**config.mk**
```make
export PLATFORM = sky130hd
export DESIGN_NAME = repeating_event_timer_table_unit
export DESIGN_NICKNAME = d
export VERILOG_FILES = /design/src/hw/rtl/rett_pkg.sv /design/src/hw/rtl/rett_ram.sv /design/src/hw/rtl/repeating_event_timer_table_unit.sv
export SDC_FILE = /design/constraint.sdc
export NUM_CORES = 2
export LEC_CHECK = 0
export BUFFER_PORTS_ARGS = -buffer_cell sky130_fd_sc_hd__clkbuf_2
export CAP_MARGIN = 20
export CELL_PAD_IN_SITES_DETAIL_PLACEMENT = 1
export CELL_PAD_IN_SITES_GLOBAL_PLACEMENT = 2
export CORE_MARGIN = 10
export CORE_UTILIZATION = 41
export DETAILED_ROUTE_END_ITERATION = 10
export HOLD_SLACK_MARGIN = 0.06
export MAX_ROUTING_LAYER = met4
export PLACE_DENSITY_LB_ADDON = 0.1
export SLEW_MARGIN = 5
export SYNTH_ARGS = -nofsm -noshare
export SYNTH_HDL_FRONTEND = slang
export SYNTH_SLANG_ARGS = --single-unit
```
**constraint.sdc**
```tcl
create_clock -name clk_i -period 11.8 [get_ports clk_i]
set_input_delay 1.18 -clock clk_i [delete_from_list [all_inputs] [get_ports clk_i]]
set_output_delay 1.18 -clock clk_i [all_outputs]
set_load 0.01 [all_outputs]
```
**src/hw/rtl/rett_pkg.sv**
```systemverilog
package rett_pkg;

  localparam int unsigned SlotsDefault = 16;

  typedef enum logic [3:0] {
    CmdTick       = 4'd0,
    CmdAdd        = 4'd1,
    CmdRemoveType = 4'd2,
    CmdRemoveAll  = 4'd3,
    CmdRemoveSlot = 4'd4,
    CmdSetPeriod  = 4'd5,
    CmdSetLeft    = 4'd6,
    CmdSetBoth    = 4'd7,
    CmdHas        = 4'd8,
    CmdGetPeriod  = 4'd9
  } cmd_e;

  typedef enum logic [1:0] {
    StatusOk       = 2'd0,
    StatusFull     = 2'd1,
    StatusSlotFree = 2'd2
  } status_e;

  typedef enum logic [2:0] {
    StIdle,
    StRead,
    StWalk,
    StFire,
    StDone
  } state_e;

  localparam logic KindFired = 1'b0;
  localparam logic KindDone  = 1'b1;

  // Row of the entry table, kept in one memory word.
  typedef struct packed {
    logic [15:0] etype;
    logic [31:0] period;
    logic [31:0] left;
    logic [15:0] repeats;
  } entry_t;

  localparam int unsigned EntryW = $bits(entry_t);

endpackage

```
**src/hw/rtl/rett_ram.sv**
```systemverilog
module rett_ram #(
  parameter int unsigned Width = 8,
  parameter int unsigned Depth = 16
) (
  input  logic                     clk_i,
  input  logic                     we_i,
  input  logic [$clog2(Depth)-1:0] waddr_i,
  input  logic [Width-1:0]         wdata_i,
  input  logic [$clog2(Depth)-1:0] raddr_i,
  output logic [Width-1:0]         rdata_o
);

  logic [Width-1:0] mem_q [Depth];

  always_ff @(posedge clk_i) begin
    if (we_i) begin
      mem_q[waddr_i] <= wdata_i;
    end
    rdata_o <= mem_q[raddr_i];
  end

endmodule

```
**src/hw/rtl/repeating_event_timer_table_unit.sv**
```systemverilog
// Sequence: after a command transfers, the sequencer addresses slot 0 (StRead), then
//   walks the slots on the entry memory one row a cycle (StWalk), except that a
//   firing entry also passes through StFire and waits there while the output stalls;
//   StDone registers the completion report. A new command waits until idle again.
// Reset: valid bits cleared, sequencer idle, no report pending; entry memory
//   is not cleared.
module repeating_event_timer_table_unit #(
  parameter int unsigned SLOTS = rett_pkg::SlotsDefault
) (
  input  logic        clk_i,
  input  logic        rst_ni,
  input  logic        valid_i,
  output logic        stall_o,
  input  logic [3:0]  cmd_i,
  input  logic [15:0] event_type_i,
  input  logic [31:0] time_value_i,
  input  logic [15:0] repeat_count_i,
  input  logic [3:0]  slot_select_i,
  input  logic        force_time_left_i,
  output logic        valid_o,
  input  logic        stall_i,
  output logic        item_kind_o,
  output logic [3:0]  slot_o,
  output logic [15:0] fired_type_o,
  output logic [1:0]  status_o,
  output logic        found_o,
  output logic [31:0] period_read_o,
  output logic        last_o
);

  localparam int unsigned IdxW = (SLOTS > 1) ? $clog2(SLOTS) : 1;
  localparam int unsigned CntW = $clog2(SLOTS + 1);

  rett_pkg::state_e state_q, state_d;

  // Latched command.
  logic [3:0]  cmd_q;
  logic [15:0] type_q;
  logic [31:0] tval_q;
  logic [15:0] reps_q;
  logic [3:0]  sel_q;
  logic        force_q;

  logic [SLOTS-1:0] valid_q, valid_d;
  logic [CntW-1:0]  idx_q, idx_d;

  // Result bookkeeping.
  logic [1:0]  status_q, status_d;
  logic        found_q, found_d;
  logic        got_q, got_d;
  logic [31:0] per_q, per_d;
  logic [3:0]  aslot_q, aslot_d;

  // Output register.
  logic        ovalid_q, ovalid_d;
  logic        okind_q, okind_d;
  logic [3:0]  oslot_q, oslot_d;
  logic [15:0] otype_q, otype_d;
  logic [1:0]  ostat_q, ostat_d;
  logic        ofound_q, ofound_d;
  logic [31:0] oper_q, oper_d;

  // Memory port.
  logic                    we;
  logic [IdxW-1:0]         waddr, raddr;
  rett_pkg::entry_t        wdata, rdata;
  logic [rett_pkg::EntryW-1:0] rdata_raw;

  rett_ram #(.Width(rett_pkg::EntryW), .Depth(SLOTS)) u_ram (
    .clk_i  (clk_i),
    .we_i   (we),
    .waddr_i(waddr),
    .wdata_i(wdata),
    .raddr_i(raddr),
    .rdata_o(rdata_raw)
  );
  assign rdata = rett_pkg::entry_t'(rdata_raw);

  logic [IdxW-1:0] cur;      // slot whose row sits on the read data
  logic            hit;
  logic            fires;
  logic [15:0]     reps_dec;
  logic            out_free;
  logic            sel_ok;

  assign cur      = idx_q[IdxW-1:0];
  assign hit      = valid_q[cur] && (rdata.etype == type_q);
  assign fires    = rdata.left <= tval_q;
  assign reps_dec = rdata.repeats - 16'd1;
  assign out_free = !ovalid_q || !stall_i;
  assign sel_ok   = ({28'd0, sel_q} < 32'(SLOTS)) && valid_q[IdxW'(sel_q)];

  assign stall_o = (state_q != rett_pkg::StIdle);

  always_ff @(posedge clk_i or negedge rst_ni) begin
    if (!rst_ni) begin
      state_q  <= rett_pkg::StIdle;
      valid_q  <= '0;
      idx_q    <= '0;
      ovalid_q <= 1'b0;
    end else begin
      state_q  <= state_d;
      valid_q  <= valid_d;
      idx_q    <= idx_d;
      ovalid_q <= ovalid_d;
    end
  end

  always_ff @(posedge clk_i) begin
    if (valid_i && !stall_o) begin
      cmd_q   <= cmd_i;
      type_q  <= event_type_i;
      tval_q  <= time_value_i;
      reps_q  <= repeat_count_i;
      sel_q   <= slot_select_i;
      force_q <= force_time_left_i;
    end
    status_q <= status_d;
    found_q  <= found_d;
    got_q    <= got_d;
    per_q    <= per_d;
    aslot_q  <= aslot_d;
    okind_q  <= okind_d;
    oslot_q  <= oslot_d;
    otype_q  <= otype_d;
    ostat_q  <= ostat_d;
    ofound_q <= ofound_d;
    oper_q   <= oper_d;
  end

  always_comb begin
    state_d  = state_q;
    valid_d  = valid_q;
    idx_d    = idx_q;
    status_d = status_q;
    found_d  = found_q;
    got_d    = got_q;
    per_d    = per_q;
    aslot_d  = aslot_q;
    ovalid_d = ovalid_q && stall_i;
    okind_d  = okind_q;
    oslot_d  = oslot_q;
    otype_d  = otype_q;
    ostat_d  = ostat_q;
    ofound_d = ofound_q;
    oper_d   = oper_q;
    we       = 1'b0;
    waddr    = cur;
    wdata    = rdata;
    raddr    = idx_q[IdxW-1:0];

    case (state_q)
      rett_pkg::StIdle: begin
        if (valid_i) begin
          idx_d    = '0;
          status_d = rett_pkg::StatusOk;
          found_d  = 1'b0;
          got_d    = 1'b0;
          per_d    = '0;
          aslot_d  = '0;
          state_d  = rett_pkg::StRead;
        end
      end
      // Address slot idx on the memory; data shows next cycle.
      rett_pkg::StRead: begin
        state_d = rett_pkg::StWalk;
      end
      rett_pkg::StWalk: begin
        // One slot per cycle; a firing entry waits in StFire for the output.
        state_d = rett_pkg::StWalk;
        idx_d   = idx_q + CntW'(1);
        raddr   = IdxW'(idx_q + CntW'(1));
        case (rett_pkg::cmd_e'(cmd_q))
          rett_pkg::CmdTick: begin
            if (valid_q[cur]) begin
              if (fires) begin
                state_d = rett_pkg::StFire;
                idx_d   = idx_q;
                raddr   = cur;
              end else begin
                we         = 1'b1;
                wdata.left = rdata.left - tval_q;
              end
            end
          end
          rett_pkg::CmdAdd: begin
            if (!valid_q[cur] && !got_d) begin
              got_d         = 1'b1;
              valid_d[cur]  = 1'b1;
              aslot_d       = 4'(cur);
              we            = 1'b1;
              wdata.etype   = type_q;
              wdata.period  = tval_q;
              wdata.left    = tval_q;
              wdata.repeats = reps_q;
            end
          end
          rett_pkg::CmdRemoveType: if (hit) valid_d[cur] = 1'b0;
          rett_pkg::CmdRemoveAll:  valid_d[cur] = 1'b0;
          rett_pkg::CmdSetPeriod: begin
            if (hit) begin
              we           = 1'b1;
              wdata.period = tval_q;
            end
          end
          rett_pkg::CmdSetLeft: begin
            if (hit) begin
              we         = 1'b1;
              wdata.left = (force_q || tval_q <= rdata.period) ? tval_q : rdata.period;
            end
          end
          rett_pkg::CmdSetBoth: begin
            if (hit) begin
              we           = 1'b1;
              wdata.period = tval_q;
              wdata.left   = tval_q;
            end
          end
          rett_pkg::CmdHas: if (hit) found_d = 1'b1;
          rett_pkg::CmdGetPeriod: begin
            if (hit && !got_q) begin
              got_d = 1'b1;
              per_d = rdata.period;
            end
          end
          default: ;
        endcase
        if (state_d == rett_pkg::StWalk && idx_q == CntW'(SLOTS - 1)) begin
          state_d = rett_pkg::StDone;
        end
      end
      // Hand out a fired report and reload or free the entry.
      // Hold the row on the read data until the report can go out.
      rett_pkg::StFire: begin
        raddr = cur;
        if (out_free) begin
          raddr    = IdxW'(idx_q + CntW'(1));
          ovalid_d = 1'b1;
          okind_d  = rett_pkg::KindFired;
          oslot_d  = 4'(cur);
          otype_d  = rdata.etype;
          ostat_d  = rett_pkg::StatusOk;
          ofound_d = 1'b0;
          oper_d   = '0;
          we       = 1'b1;
          wdata.left = rdata.period;
          if (rdata.repeats != 16'd0) begin
            wdata.repeats = reps_dec;
            if (reps_dec == 16'd0) valid_d[cur] = 1'b0;
          end
          idx_d   = idx_q + CntW'(1);
          state_d = (idx_q == CntW'(SLOTS - 1)) ? rett_pkg::StDone : rett_pkg::StWalk;
        end
      end
      rett_pkg::StDone: begin
        if (out_free) begin
          ovalid_d = 1'b1;
          okind_d  = rett_pkg::KindDone;
          oslot_d  = '0;
          otype_d  = '0;
          ostat_d  = rett_pkg::StatusOk;
          ofound_d = found_q;
          oper_d   = per_q;
          state_d  = rett_pkg::StIdle;
          case (rett_pkg::cmd_e'(cmd_q))
            rett_pkg::CmdAdd: begin
              if (got_q) oslot_d = aslot_q;
              else       ostat_d = rett_pkg::StatusFull;
            end
            rett_pkg::CmdRemoveSlot: begin
              if (sel_ok) valid_d[IdxW'(sel_q)] = 1'b0;
              else        ostat_d = rett_pkg::StatusSlotFree;
            end
            default: ;
          endcase
        end
      end
      default: state_d = rett_pkg::StIdle;
    endcase
  end

  assign valid_o       = ovalid_q;
  assign item_kind_o   = okind_q;
  assign slot_o        = oslot_q;
  assign fired_type_o  = otype_q;
  assign status_o      = ostat_q;
  assign found_o       = ofound_q;
  assign period_read_o = oper_q;
  assign last_o        = okind_q;

  assert property (@(posedge clk_i) disable iff (!rst_ni)
    (state_q == rett_pkg::StIdle) |-> !stall_o)
    else $error("stall while idle");
  assert property (@(posedge clk_i) disable iff (!rst_ni)
    (state_q == rett_pkg::StDone && out_free) |=> (state_q == rett_pkg::StIdle && ovalid_q))
    else $error("completion report missing");
  assert property (@(posedge clk_i) disable iff (!rst_ni)
    (state_q == rett_pkg::StFire && out_free) |=> (ovalid_q && !okind_q))
    else $error("fired report missing");

endmodule

```
==> results.yml <==
floorplan:
  die_area_mm2: 0.236
  io_pins: 136
  die_y_um: 486
  die_w_um: 486
  coreArea_mm2: 0.215
  start_util_pct: 41.3
  rows: 170
cells_and_area:
  drive_gt1_share_pct: 10.2
  area_growth_pct: 12.4
  fin_nets: 7217
synth:
  ys_seq_area_share_pct: 60.4
  synth_area_leaders: "edfxtp_1 (57%), mux2i_1 (8.8%), a211oi_1 (8.2%), nor2b_1 (3.5%), dfxtp_1 (2.2%)"
  ys_types: 96
  synth_edf_count: 1703
  syn_area_mm2: 0.0889
  yosys_warnings: 0
  yosys-top-cells-count: "edfxtp_1 (1703), a211oi_1 (971), mux2i_1 (780)"
  syn_nets: 7261
  ys_ff_latch: 1824
  synthCells: 7112
  yosysTopAreaCell: "edfxtp_1"
  synthFlopType: "edfxtp_1"
  synth_top_area_share_pct: 57.5
  async_flop_share_pct: 1.37
  yosysMostFrequentCell: "edfxtp_1"
  avgSynthCellArea_um2: 12.5
critical_path:
  worst-path-max-fanout: 79
  cp-end-kind: "register"
  ff2ff_setup_slack_ps: 4690
  cpLargestDelayFamily: "buffers and inverters"
  slowest_delay_ps: 1030
  critPathLaunch: "idx_q[1]$_DFFE_PN0P_"
  r2r_start: "idx_q[1]$_DFFE_PN0P_"
  required_ps: 12590
  critPathBufInv: 4
  cp-start-kind: "register"
  arrival_ps: 7900
  crit_chain: "buf_4, mux4_2, o22ai_2, a21oi_2, nand2_2, o31ai_4, buf_4, buf_4, buf_4, nor3_1, a2111oi_0, nor2_1, nand4_1"
  critPathSlowestCell: "dfrtp_4"
  crit_top_cell: "buf_4"
  crit_type: "reg -> reg"
grt:
  grt_max_degree: 187
  antenna_found_initial: 12
  grt_usage_pct: 26.7
  grt.overflow.total: 0
  grt_pass1_wl_um: 461000
  grt_pass1_vias: 65299
place:
  pre_cts_ws_ps: 4790
  portBuffers: 135
  dp_hpwl_um: 188000
  gp_congestion: 0.904
status:
  status: "complete, no violations"
route:
  firstDrtPassIters: 6
  num_vias: 64353
  first_iter_violations: 5939
  drt-total-wl_um: 317000
  drc: 0
  final_antenna_net_count: 0
  routedWlPerCell_um: 31.5
  viasPerCell: 6.38
cts:
  cts_hold_buffers: 0
  clock_path_buffers: 3
  ctsResizeCount: 0
  htree_num_levels: 4
  postCtsSetupBuffers: 0
  numCtsBuffers: 203
  cts_sinks: 1824
  cts_tree: "yes"
  root_buffer: "clkbuf_16"
  clkLatencyLatePin_ps: 880
  clk_pin_slew_ps: 60
power_and_ir_drop:
  vdd_ir_drop_max_v: 0.000322
  power_leakage_uw: 0.0331
  p_sw_share_pct: 44.0
  seqPwrFrac_pct: 33.0
  intPower_uw: 17000
  pwr-share-comb_pct: 45.8
  p_sw_uw: 13300
  powerDensity_mw_per_mm2: 303
  clkPwrFrac_pct: 21.1
sta:
  setup_slack_ps: 4690
  final-setup-viol-count: 0
  rsz0062_at_grt: "no"
  fin_tns_setup_ps: 0
  fin_crit_sh_pct: 60.2
  fin_skew_ps: 58.1
  period_minus_slack_ps: 7110
  holdWs_ps: 428
  fmax_mhz: 141
  tightest_slew_ps: 1150
  hold_violations: 0
  slew_headroom_pct: 23.3
  slew_violations: 0
run:
  cap_violations: 0
worst_hold_path:
  hold_class: "in -> async"
-- power groups by stage --
| stage | Clock [uW] | Sequential, uW | Combinational (uW) |
|---|---|---|---|
| 2_1_floorplan | 0 | 9690 | 8940 |
| 3_3_place_gp | 0 | 10100 | 13400 |
| 3_5_place_dp | 0 | 10100 | 13700 |
| 4_1_cts | 6510 | 9970 | 13800 |
| 5_1_grt | 6800 | 10000 | 14900 |
| 6_report | 6400 | 10000 | 13900 |
-- cell type report --
cell class,instances,area [um2]
clock buffer,308,5810
fill,21850,115000
inverter,93,359
tap,2838,3550
multi-input combinational,4592,32900
clock inverter,77,957
sequential,1824,53700
antenna,4,10.0
timing repair buffer,354,2630
-- flip-flops by register name, indices dropped and copies added, names as in the netlist, 2 cells and up, named ones only --
name / cells
slot_o: 4
state_q: 3
fired_type_o: 16
period_read_o: 32
type_q: 16
aslot_q: 4
status_o: 2
reps_q: 16
tval_q: 32
cmd_q: 4
per_q: 32
u_ram.rdata_o: 96
sel_q: 4
u_ram.mem_q: 1536
idx_q: 5
-- cell families after synthesis --
group,share of synthesized area [%]
xor gates and xnor gates,0.463
DFF,60.4
AOI/OAI and AO/OA,14.8
and+or+nand+nor,11.2
muxes,9.07
buffers and inverters,3.10
adders and majority gates,1.02
-- layout by cell type, fill, tap and decap left out, types with 70 or more instances in the layout --
cell       count
edfxtp_1    1703
o2111ai_1    193
nor4_1       108
a211oi_1     969
clkbuf_1      73
nand2_1      405
or3_1        195
nor2_1       303
mux2i_1      777
nand4_1      113
clkbuf_16    204
a2111oi_0     99
dfxtp_1       96
nor3_1       133
nor2b_1      489
inv_1         89
a21oi_1       97
ha_1          70
buf_4        191
o21ai_0      140
clkbuf_2     135
-- layer usage --
layer  wire length [um]  global-route usage (%)  vias to the layer above  part of all wire, %
li1                   -                       -                    28070                    -
met1             149000                    37.8                    33807                   47
met2             144000                    40.9                     2023                   45
met3              17300                    3.36                      453                  5.5
met4               7000                    6.37                        0                  2.2
met5                  0                       -                        -                    0
-- path summary, 6_finish.rpt --
path,end,cells past startpoint
max reg2reg,u_ram.rdata_o[71]$_DFF_P_,13
max in group asynchronous,idx_q[1]$_DFFE_PN0P_,1
min,asynchronous set/reset pin,1
min in group clk_i,type_q[9]$_DFFE_PP_,1
min reg2reg,idx_q[4]$_DFFE_PN0P_,2
max,u_ram.rdata_o[71]$_DFF_P_,13
-- per-stage QoR --
| stage | instance area, um2 | total power [uW] | utilization [%] | cells |
|---|---|---|---|---|
| floorplan | 88900 | 18600 | - | 7112 |
| global placement | 92900 | 23400 | 43.2 | 9682 |
| detailed placement | 93100 | 23800 | 43.2 | 9696 |
| CTS | 99800 | 30300 | 46.4 | 10081 |
| global route | 99900 | 31800 | 46.4 | 10087 |
| finish | 99900 | 30300 | 46.4 | 10090 |
No activity file was read; power rests on OpenSTA's default activity.
